$ cat config.mk
export PLATFORM = sky130hd
export DESIGN_NAME = ir_remote_frame_decoder_core
export DESIGN_NICKNAME = d
export VERILOG_FILES = /design/src/design/irfd_pkg.sv /design/src/design/irfd_queue.sv /design/src/design/irfd_engine.sv /design/src/design/ir_remote_frame_decoder_core.sv
export SDC_FILE = /design/constraint.sdc
export NUM_CORES = 1
export LEC_CHECK = 0
export ABC_AREA = 1
export BUFFER_PORTS_ARGS = -buffer_cell sky130_fd_sc_hd__buf_4
export CORE_MARGIN = 4
export CORE_UTILIZATION = 50
export DETAILED_ROUTE_END_ITERATION = 16
export PLACE_DENSITY = 0.69
export SKIP_CTS_REPAIR_TIMING = 1
export SYNTH_ARGS = -nofsm -noshare
export SYNTH_HDL_FRONTEND = slang
export SYNTH_SLANG_ARGS = --single-unit
$ cat constraint.sdc
create_clock -name clock -period 3 [get_ports clock]
set_clock_uncertainty 0.15 [all_clocks]
set_input_delay 0.6 -clock clock [delete_from_list [all_inputs] [get_ports clock]]
set_output_delay 0.6 -clock clock [all_outputs]
set_load 0.02 [all_outputs]
$ cat src/design/irfd_pkg.sv
// Shared types and constants for the IR remote frame decoder.
// No dependencies; used by irfd_engine and the top level.
package irfd_pkg;

   // Configuration register indexes.
   typedef enum logic [1:0] {
      REG_START_LOW     = 2'd0,
      REG_START_HIGH    = 2'd1,
      REG_BIT_DELAY     = 2'd2,
      REG_FRAME_TIMEOUT = 2'd3
   } reg_index_type;

   // Result status codes.
   typedef enum logic [1:0] {
      STATUS_NEW    = 2'd0,
      STATUS_REPEAT = 2'd1,
      STATUS_REJECT = 2'd2
   } frame_status_type;

   // Reset values of the configuration registers.
   localparam logic [15:0] START_LOW_RESET     = 16'd700;
   localparam logic [15:0] START_HIGH_RESET    = 16'd300;
   localparam logic [15:0] BIT_DELAY_RESET     = 16'd80;
   localparam logic [15:0] FRAME_TIMEOUT_RESET = 16'd10000;

   // Frame byte checks.
   localparam logic [7:0] HEADER_BYTE0 = 8'hFF;
   localparam logic [7:0] HEADER_BYTE1 = 8'h00;
   localparam logic [7:0] CHECK_XOR    = 8'hFF;

   // Counter increment that holds at all ones.
   function automatic logic [15:0] sat_inc(input logic [15:0] value);
      logic [15:0] result;
      result = (value == 16'hFFFF) ? value : value + 16'd1;
      return result;
   endfunction

endpackage

$ cat src/design/irfd_queue.sv
// Short FIFO of pin samples between the accepting front and the decode engine.
// No package dependencies.
module irfd_queue #(
   parameter int DEPTH = 2
) (
   input  logic clock,
   input  logic reset,
   input  logic push_valid,
   output logic push_stall,
   input  logic push_level,
   output logic pop_valid,
   input  logic pop_ready,
   output logic pop_level
);

   localparam int PTR_W = (DEPTH > 1) ? $clog2(DEPTH) : 1;
   localparam int CNT_W = $clog2(DEPTH + 1);
   localparam logic [PTR_W-1:0] LAST_PTR = PTR_W'(DEPTH - 1);
   localparam logic [CNT_W-1:0] FULL_COUNT = CNT_W'(DEPTH);

   logic             data_ff [DEPTH];
   logic [PTR_W-1:0] wr_ptr_ff, wr_ptr_in;
   logic [PTR_W-1:0] rd_ptr_ff, rd_ptr_in;
   logic [CNT_W-1:0] count_ff, count_in;
   logic             push, pop;

   // Handshake: full queue stalls the sender, any entry is offered to the engine.
   assign push_stall = (count_ff == FULL_COUNT);
   assign pop_valid  = (count_ff != '0);
   assign pop_level  = data_ff[rd_ptr_ff];
   assign push       = push_valid && !push_stall;
   assign pop        = pop_valid && pop_ready;

   // Pointer and fill count updates.
   always_comb begin
      wr_ptr_in = wr_ptr_ff;
      rd_ptr_in = rd_ptr_ff;
      count_in  = count_ff;
      if (push) begin
         wr_ptr_in = (wr_ptr_ff == LAST_PTR) ? '0 : wr_ptr_ff + 1'b1;
      end
      if (pop) begin
         rd_ptr_in = (rd_ptr_ff == LAST_PTR) ? '0 : rd_ptr_ff + 1'b1;
      end
      if (push && !pop) begin
         count_in = count_ff + 1'b1;
      end else if (pop && !push) begin
         count_in = count_ff - 1'b1;
      end
   end

   always_ff @(posedge clock) begin
      if (reset) begin
         wr_ptr_ff <= '0;
         rd_ptr_ff <= '0;
         count_ff  <= '0;
      end else begin
         wr_ptr_ff <= wr_ptr_in;
         rd_ptr_ff <= rd_ptr_in;
         count_ff  <= count_in;
      end
   end

   // Sample storage needs no reset.
   always_ff @(posedge clock) begin
      if (push) begin
         data_ff[wr_ptr_ff] <= push_level;
      end
   end

endmodule

$ cat src/design/irfd_engine.sv
// Frame decode engine: timing state machine, byte assembly and result register.
// Depends on irfd_pkg.
module irfd_engine (
   input  logic                       clock,
   input  logic                       reset,
   input  logic                       csr_valid,
   input  irfd_pkg::reg_index_type    csr_index,
   input  logic [15:0]                csr_wdata,
   input  logic                       sample_valid,
   output logic                       sample_ready,
   input  logic                       sample_level,
   output logic                       rsp_valid,
   input  logic                       rsp_stall,
   output logic [7:0]                 rsp_key_code,
   output logic [1:0]                 rsp_frame_status
);

   import irfd_pkg::*;

   typedef enum logic [2:0] {
      PH_IDLE       = 3'd0,
      PH_START_LOW  = 3'd1,
      PH_START_HIGH = 3'd2,
      PH_MARK       = 3'd3,
      PH_DELAY      = 3'd4,
      PH_SPACE      = 3'd5
   } phase_type;

   logic [15:0] start_low_ff, start_high_ff, bit_delay_ff, frame_timeout_ff;

   phase_type   phase_ff, phase_in;
   logic [15:0] phase_ticks_ff, phase_ticks_in;
   logic [15:0] frame_ticks_ff, frame_ticks_in;
   logic [7:0]  shift_ff, shift_in;
   logic [2:0]  bit_count_ff, bit_count_in;
   logic [1:0]  byte_index_ff, byte_index_in;
   logic [7:0]  command_ff, command_in;
   logic [7:0]  previous_ff, previous_in;

   logic        rsp_valid_ff, rsp_valid_in;
   logic [7:0]  rsp_key_code_ff, rsp_key_code_in;
   logic [1:0]  rsp_frame_status_ff, rsp_frame_status_in;

   logic        step;
   logic        emit;
   logic [7:0]  emit_code;
   frame_status_type emit_status;
   logic [15:0] frame_dec;
   logic        expired;
   logic [15:0] delay_ticks;
   logic        bit_value;
   logic [7:0]  shifted;

   // A sample is taken whenever the result register is free or being drained.
   assign sample_ready = !rsp_valid_ff || !rsp_stall;
   assign step         = sample_valid && sample_ready;

   assign rsp_valid        = rsp_valid_ff;
   assign rsp_key_code     = rsp_key_code_ff;
   assign rsp_frame_status = rsp_frame_status_ff;

   // Shared terms of the data phases.
   assign frame_dec   = (frame_ticks_ff != '0) ? frame_ticks_ff - 16'd1 : frame_ticks_ff;
   assign expired     = (frame_dec == '0);
   assign delay_ticks = sat_inc(phase_ticks_ff);
   assign bit_value   = !sample_level;
   assign shifted     = {shift_ff[6:0], bit_value};

   // Next state of the decoder for one sample.
   always_comb begin
      phase_in       = phase_ff;
      phase_ticks_in = phase_ticks_ff;
      frame_ticks_in = frame_ticks_ff;
      shift_in       = shift_ff;
      bit_count_in   = bit_count_ff;
      byte_index_in  = byte_index_ff;
      command_in     = command_ff;
      previous_in    = previous_ff;
      emit           = 1'b0;
      emit_code      = '0;
      emit_status    = STATUS_REJECT;

      unique case (phase_ff)
         PH_IDLE: begin
            if (!sample_level) begin
               phase_in       = PH_START_LOW;
               phase_ticks_in = 16'd1;
            end
         end
         PH_START_LOW: begin
            if (!sample_level) begin
               phase_ticks_in = sat_inc(phase_ticks_ff);
            end else if (phase_ticks_ff < start_low_ff) begin
               emit = 1'b1;
            end else begin
               phase_in       = PH_START_HIGH;
               phase_ticks_in = 16'd1;
            end
         end
         PH_START_HIGH: begin
            if (sample_level) begin
               phase_ticks_in = sat_inc(phase_ticks_ff);
            end else if (phase_ticks_ff < start_high_ff) begin
               emit = 1'b1;
            end else begin
               phase_in       = PH_MARK;
               phase_ticks_in = '0;
               frame_ticks_in = frame_timeout_ff;
               shift_in       = '0;
               bit_count_in   = '0;
               byte_index_in  = '0;
            end
         end
         PH_MARK: begin
            frame_ticks_in = frame_dec;
            if (expired || sample_level) begin
               phase_in       = PH_DELAY;
               phase_ticks_in = '0;
            end
         end
         PH_SPACE: begin
            frame_ticks_in = frame_dec;
            if (expired) begin
               phase_in       = PH_DELAY;
               phase_ticks_in = '0;
            end else if (!sample_level) begin
               phase_in = PH_MARK;
            end
         end
         PH_DELAY: begin
            frame_ticks_in = frame_dec;
            phase_ticks_in = delay_ticks;
            if (delay_ticks >= bit_delay_ff) begin
               // Sample the bit and move on to the next mark or space.
               shift_in       = shifted;
               bit_count_in   = bit_count_ff + 3'd1;
               phase_in       = bit_value ? PH_MARK : PH_SPACE;
               phase_ticks_in = '0;
               if (bit_count_ff == 3'd7) begin
                  // A whole byte is in: check it by its place in the frame.
                  unique case (byte_index_ff)
                     2'd0: begin
                        if (shifted != HEADER_BYTE0) begin
                           emit = 1'b1;
                        end else begin
                           byte_index_in = byte_index_ff + 2'd1;
                           shift_in      = '0;
                        end
                     end
                     2'd1: begin
                        if (shifted != HEADER_BYTE1) begin
                           emit = 1'b1;
                        end else begin
                           byte_index_in = byte_index_ff + 2'd1;
                           shift_in      = '0;
                        end
                     end
                     2'd2: begin
                        command_in    = shifted;
                        byte_index_in = byte_index_ff + 2'd1;
                        shift_in      = '0;
                     end
                     default: begin
                        emit = 1'b1;
                        if ((shifted ^ command_ff) != CHECK_XOR) begin
                           emit_status = STATUS_REJECT;
                        end else if (!expired) begin
                           previous_in = command_ff;
                           emit_code   = command_ff;
                           emit_status = STATUS_NEW;
                        end else begin
                           emit_code   = previous_ff;
                           emit_status = STATUS_REPEAT;
                        end
                     end
                  endcase
               end
            end
         end
         default: begin
            phase_in       = PH_IDLE;
            phase_ticks_in = '0;
         end
      endcase

      // Any result sends the decoder back to idle.
      if (emit) begin
         phase_in       = PH_IDLE;
         phase_ticks_in = '0;
      end
   end

   // Result register: loaded by a result, emptied when the receiver takes it.
   always_comb begin
      rsp_valid_in        = rsp_valid_ff && rsp_stall;
      rsp_key_code_in     = rsp_key_code_ff;
      rsp_frame_status_in = rsp_frame_status_ff;
      if (step && emit) begin
         rsp_valid_in        = 1'b1;
         rsp_key_code_in     = emit_code;
         rsp_frame_status_in = emit_status;
      end
   end

   // Decoder state, configuration and result registers.
   always_ff @(posedge clock) begin
      if (reset) begin
         start_low_ff        <= START_LOW_RESET;
         start_high_ff       <= START_HIGH_RESET;
         bit_delay_ff        <= BIT_DELAY_RESET;
         frame_timeout_ff    <= FRAME_TIMEOUT_RESET;
         phase_ff            <= PH_IDLE;
         phase_ticks_ff      <= '0;
         frame_ticks_ff      <= '0;
         shift_ff            <= '0;
         bit_count_ff        <= '0;
         byte_index_ff       <= '0;
         command_ff          <= '0;
         previous_ff         <= '0;
         rsp_valid_ff        <= 1'b0;
         rsp_key_code_ff     <= '0;
         rsp_frame_status_ff <= '0;
      end else begin
         if (csr_valid) begin
            unique case (csr_index)
               REG_START_LOW:     start_low_ff     <= csr_wdata;
               REG_START_HIGH:    start_high_ff    <= csr_wdata;
               REG_BIT_DELAY:     bit_delay_ff     <= csr_wdata;
               REG_FRAME_TIMEOUT: frame_timeout_ff <= csr_wdata;
               default:           start_low_ff     <= start_low_ff;
            endcase
         end
         if (step) begin
            phase_ff       <= phase_in;
            phase_ticks_ff <= phase_ticks_in;
            frame_ticks_ff <= frame_ticks_in;
            shift_ff       <= shift_in;
            bit_count_ff   <= bit_count_in;
            byte_index_ff  <= byte_index_in;
            command_ff     <= command_in;
            previous_ff    <= previous_in;
         end
         rsp_valid_ff        <= rsp_valid_in;
         rsp_key_code_ff     <= rsp_key_code_in;
         rsp_frame_status_ff <= rsp_frame_status_in;
      end
   end

endmodule

$ cat src/design/ir_remote_frame_decoder_core.sv
// Top level of the IR remote frame decoder.
// Depends on irfd_pkg, irfd_queue and irfd_engine.

// Decodes NEC style frames from an active-low IR receiver pin, one pin sample
// per word on the req channel. Each frame yields one word on the rsp channel:
// a new key code, the stored code for a frame that finished after the timeout,
// or code 0 with a reject status. The block takes one sample per clock cycle
// unless the output register is full and stalled; a sample waits in the queue
// until the engine takes it, and its result is registered as it is taken.
// The sample queue (QUEUE_DEPTH words) lets the sender keep going while a
// result waits to be taken; the engine pauses only while the output register
// is full and stalled. Timing registers are written through the csr port,
// which is always ready; write them only while no frame is in progress.
module ir_remote_frame_decoder_core #(
   parameter int QUEUE_DEPTH = 2
) (
   input  logic                    clock,
   input  logic                    reset,
   input  logic                    csr_valid,
   output logic                    csr_ready,
   input  irfd_pkg::reg_index_type csr_index,
   input  logic [15:0]             csr_wdata,
   input  logic                    req_valid,
   output logic                    req_stall,
   input  logic                    req_pin_level,
   output logic                    rsp_valid,
   input  logic                    rsp_stall,
   output logic [7:0]              rsp_key_code,
   output logic [1:0]              rsp_frame_status
);

   import irfd_pkg::*;

   logic sample_valid;
   logic sample_ready;
   logic sample_level;

   // Configuration writes never wait.
   assign csr_ready = 1'b1;

   // Front: accepts pin samples into the queue.
   irfd_queue #(
      .DEPTH (QUEUE_DEPTH)
   ) u_queue (
      .clock      (clock),
      .reset      (reset),
      .push_valid (req_valid),
      .push_stall (req_stall),
      .push_level (req_pin_level),
      .pop_valid  (sample_valid),
      .pop_ready  (sample_ready),
      .pop_level  (sample_level)
   );

   // Back: frame decoding and result register.
   irfd_engine u_engine (
      .clock            (clock),
      .reset            (reset),
      .csr_valid        (csr_valid),
      .csr_index        (csr_index),
      .csr_wdata        (csr_wdata),
      .sample_valid     (sample_valid),
      .sample_ready     (sample_ready),
      .sample_level     (sample_level),
      .rsp_valid        (rsp_valid),
      .rsp_stall        (rsp_stall),
      .rsp_key_code     (rsp_key_code),
      .rsp_frame_status (rsp_frame_status)
   );

endmodule

==> out/qor.txt <==
CP endpoint kind - flip-flop
Most used DFF post-synth - dfxtp_1
CP Class - reg2reg
layout cells sized above 1 - 0.2243
Total GRT Usage - 0.2436
Core Area - 16520 um2
Slew Viols, Final - 0
DR pass1 iterations - 7
leakage power - 4.782 nW
final core occ - 0.6432
Period minus WS final - 3.478 ns
DIE AREA - 18890 um2
post-route ant nets - 0
VDD IR max - 629.5 uV
gp weighted congestion - 0.9423
Arr. time, crit path - 3.62 ns
Multi-input gate area - 5139 um2
Yosys cell types - 43
clock share of power - 0.217
sw frac - 0.4604
Detailed Place HPWL - 16720 um
Die Y - 137.4 um
YS warnings - 0
1st-iter DRT viols - 646
reg-to-reg endpoint - u_engine.previous_ff[1]
TritonCTS Buffers - 17
PwrDens - 1009 nW/um2
failing checks - setup timing
HP Class - in2reg
global-route wire length before repair - 36390 um
number of global-route vias before repair - 7300
worst rel slew slack - 0.4035
CP max FO - 8
Worst-Margin Slew - 0.8888 ns
CTS sink cnt - 145
RSZ-0062 raised after global routing - true
port bufs - 35
CP Data Required Time - 3.14 ns
Post-Place Cell Area - 9463 um2
EDFF count, synth - 2
Worst setup startpoint - u_engine.phase_ticks_ff[0]
Clock Latency Late Sink - 0.44 ns
Async SR Flop Fraction - 0
max-cap viol count - 0
synthesized area - 8376 um2
CTS Buffer Depth - 2
status - finished with violations
NetSw - 4.940 mW
I/O Pins - 37
die extent in x - 137.4 um
Post-Syn Instances - 1228
Area Overhead vs Synth - 26.90%
FF/Latch Area - 2938 um2
initial antenna violation count - 0
ranking of synthesized cells by area - dfxtp_1, nand2_1, ha_1, a21oi_1, o21ai_0
Power Internal - 5.790 mW
nets - 1418
Fmax achieved - 287.6 MHz
Syn Nets - 1308
Initial Util - 0.5069
cell count of the worst reg-to-reg path - 18
r2r setup slk - -0.48 ns
Post-Place Setup Slack - -0.4524 ns
cell row count - 47
Flop pwr share - 0.230
crit path to - u_engine.previous_ff[1]
Root Buffer - clkbuf_16
DRC Markers - 0
Detailed Route WL - 23280 um
DR vias/cell - 5.306
Mapped Avg Cell Area - 6.820 um2
clock-pin slew on the worst setup and hold paths - 0.07 ns
cell taking the most area after synthesis - dfxtp_1
post-route cell area - 10630 um2
Final setup violation count - 58
largest net degree at the start of global routing - 50
sequential area share after synthesis - 0.3490
final hold violation count - 0
final worst slack - -0.4776 ns
routed length per instance - 14.82 um
Startpoint Class - flip-flop
H-tree Lvls - 4
via count - 8335
Final Cycle Share - 1.159
Comb pwr share - 0.552
clock tree from TritonCTS - done
FILL cells - 1469
Tot Pwr - 10.73 mW
GRT overflow - 0
FF-to-FF Start - u_engine.phase_ticks_ff[0]
area fraction of the dominant cell type after synthesis - 0.3418
n_diodes - 0
#FFs+latches synth - 145
[layer usage]
metal / routed length, um / vias to the layer above / GRT usage
met5: 0 / - / 0
met1: 11280 / 3791 / 0.3494
met2: 10430 / 221 / 0.3731
met3: 1159 / 39 / 0.04127
met4: 414 / 0 / 0.07594
li1: - / 4284 / -
[worst min-delay path by stage]
stage / start / to / slack (ns) / cells after the start
2_1_floorplan: u_engine.frame_timeout_ff[12] / u_engine.frame_timeout_ff[12] / 0.27 / 2
3_3_place_gp: u_queue.rd_ptr_ff / u_queue.rd_ptr_ff / 0.29 / 1
3_5_place_dp: u_engine.start_high_ff[15] / u_engine.start_high_ff[15] / 0.30 / 2
4_1_cts: req_pin_level / u_queue.data_ff[0] / 0.19 / 1
5_1_grt: req_pin_level / u_queue.data_ff[0] / 0.19 / 1
6_report: req_pin_level / u_queue.data_ff[0] / 0.21 / 1
[cell type report]
class,count,share of cell area
clock buffers,18,0.04132
well taps,220,0.02590
clock inverters,14,0.01919
multi-input cells,896,0.4835
repair inverters,1,0.0007063
inverters,144,0.05274
flip-flops and latches,145,0.2764
repair buffers,133,0.1003
[layout by cell type (no fill, tap or decap), drive strengths merged, types with 3 or more instances in the layout]
| master | instances |
|---|---|
| a21oi | 124 |
| a31oi | 6 |
| buf | 133 |
| bufinv | 4 |
| clkbuf | 18 |
| clkinv | 4 |
| clkinvlp | 6 |
| dfxtp | 143 |
| ha | 56 |
| inv | 145 |
| nand2 | 284 |
| nand3 | 73 |
| nand3b | 6 |
| nand4 | 25 |
| nor2 | 138 |
| nor3 | 27 |
| o211ai | 13 |
| o21ai | 117 |
| or2 | 3 |
| xor2 | 11 |
[critical path, stage by stage (launching register included)]
cell and delay, ns:
dfxtp_4 0.38, ha_4 0.14, inv_4 0.05, nor3_4 0.22
buf_6 0.14, nand4_1 0.10, xor2_1 0.23, nand2_1 0.12
ha_4 0.28, nand4_1 0.15, nor3_2 0.25, nand2_2 0.10
nand2_4 0.10, nand2_4 0.06, or2_4 0.25, nor2_4 0.15
clkinvlp_4 0.24, nand2_1 0.13, a21oi_1 0.07
[flip-flops by register name, summed over array words and instances, names as in the netlist, 7 cells and up, named ones only]
register	cells
u_engine.previous_ff	8
u_engine.rsp_key_code	8
u_engine.frame_timeout_ff	16
u_engine.start_low_ff	16
u_engine.shift_ff	7
u_engine.command_ff	8
u_engine.frame_ticks_ff	16
u_engine.bit_delay_ff	16
u_engine.phase_ticks_ff	16
u_engine.start_high_ff	16
[power by group through the flow]
stage | clock network, mW | registers (mW) | logic (mW)
after floorplan | 0 | 2.47 | 3.95
after global routing | 2.43 | 2.51 | 6.57
after CTS | 2.35 | 2.45 | 5.43
after detailed placement | 0 | 2.49 | 5.39
after global placement | 0 | 2.48 | 5.33
final | 2.33 | 2.47 | 5.93
[cells by family after synthesis]
logic type	share of synthesized area
XOR/XNOR	0.01359
adder cells (fa/ha/maj)	0.08366
flip-flops	0.3490
other	0.0004477
AO/OA/AOI/OAI	0.1682
AND/OR/NAND/NOR	0.2973
buffers and inverters	0.08784
[cell usage after synthesis, types with 2 or more instances]
| cell type | count |
|---|---|
| clkbuf_1 | 35 |
| o21bai_1 | 2 |
| xnor2_1 | 2 |
| a211oi_1 | 2 |
| nor2_1 | 129 |
| nand3_2 | 2 |
| nor3_1 | 25 |
| nand2_1 | 268 |
| nand3_1 | 69 |
| nand2_2 | 15 |
| o21ai_0 | 108 |
| inv_2 | 3 |
| o21ai_2 | 2 |
| ha_1 | 56 |
| o21a_1 | 2 |
| buf_6 | 3 |
| a21oi_2 | 4 |
| buf_2 | 4 |
| inv_1 | 139 |
| nand3_4 | 2 |
| nor3_4 | 2 |
| nor2_4 | 4 |
| xor2_1 | 11 |
| a21oi_1 | 120 |
| edfxtp_1 | 2 |
| nor2_2 | 4 |
| or2_2 | 2 |
| a31oi_1 | 6 |
| and3_1 | 2 |
| nand3b_1 | 6 |
| o21ai_1 | 7 |
| o211ai_1 | 13 |
| dfxtp_1 | 143 |
| nand4_1 | 25 |
[per-stage QoR]
step                  TNS [ns]  std cells  hold WS (ns)
floorplan           -0.0008160       1228        0.2745
global placement        -9.646       1526        0.2907
detailed placement      -14.67       1526        0.2977
CTS                     -16.72       1558        0.1938
global route            -23.40       1571        0.1884
finish                  -14.58       1571        0.2060
Power figures use the tool's default switching activity.
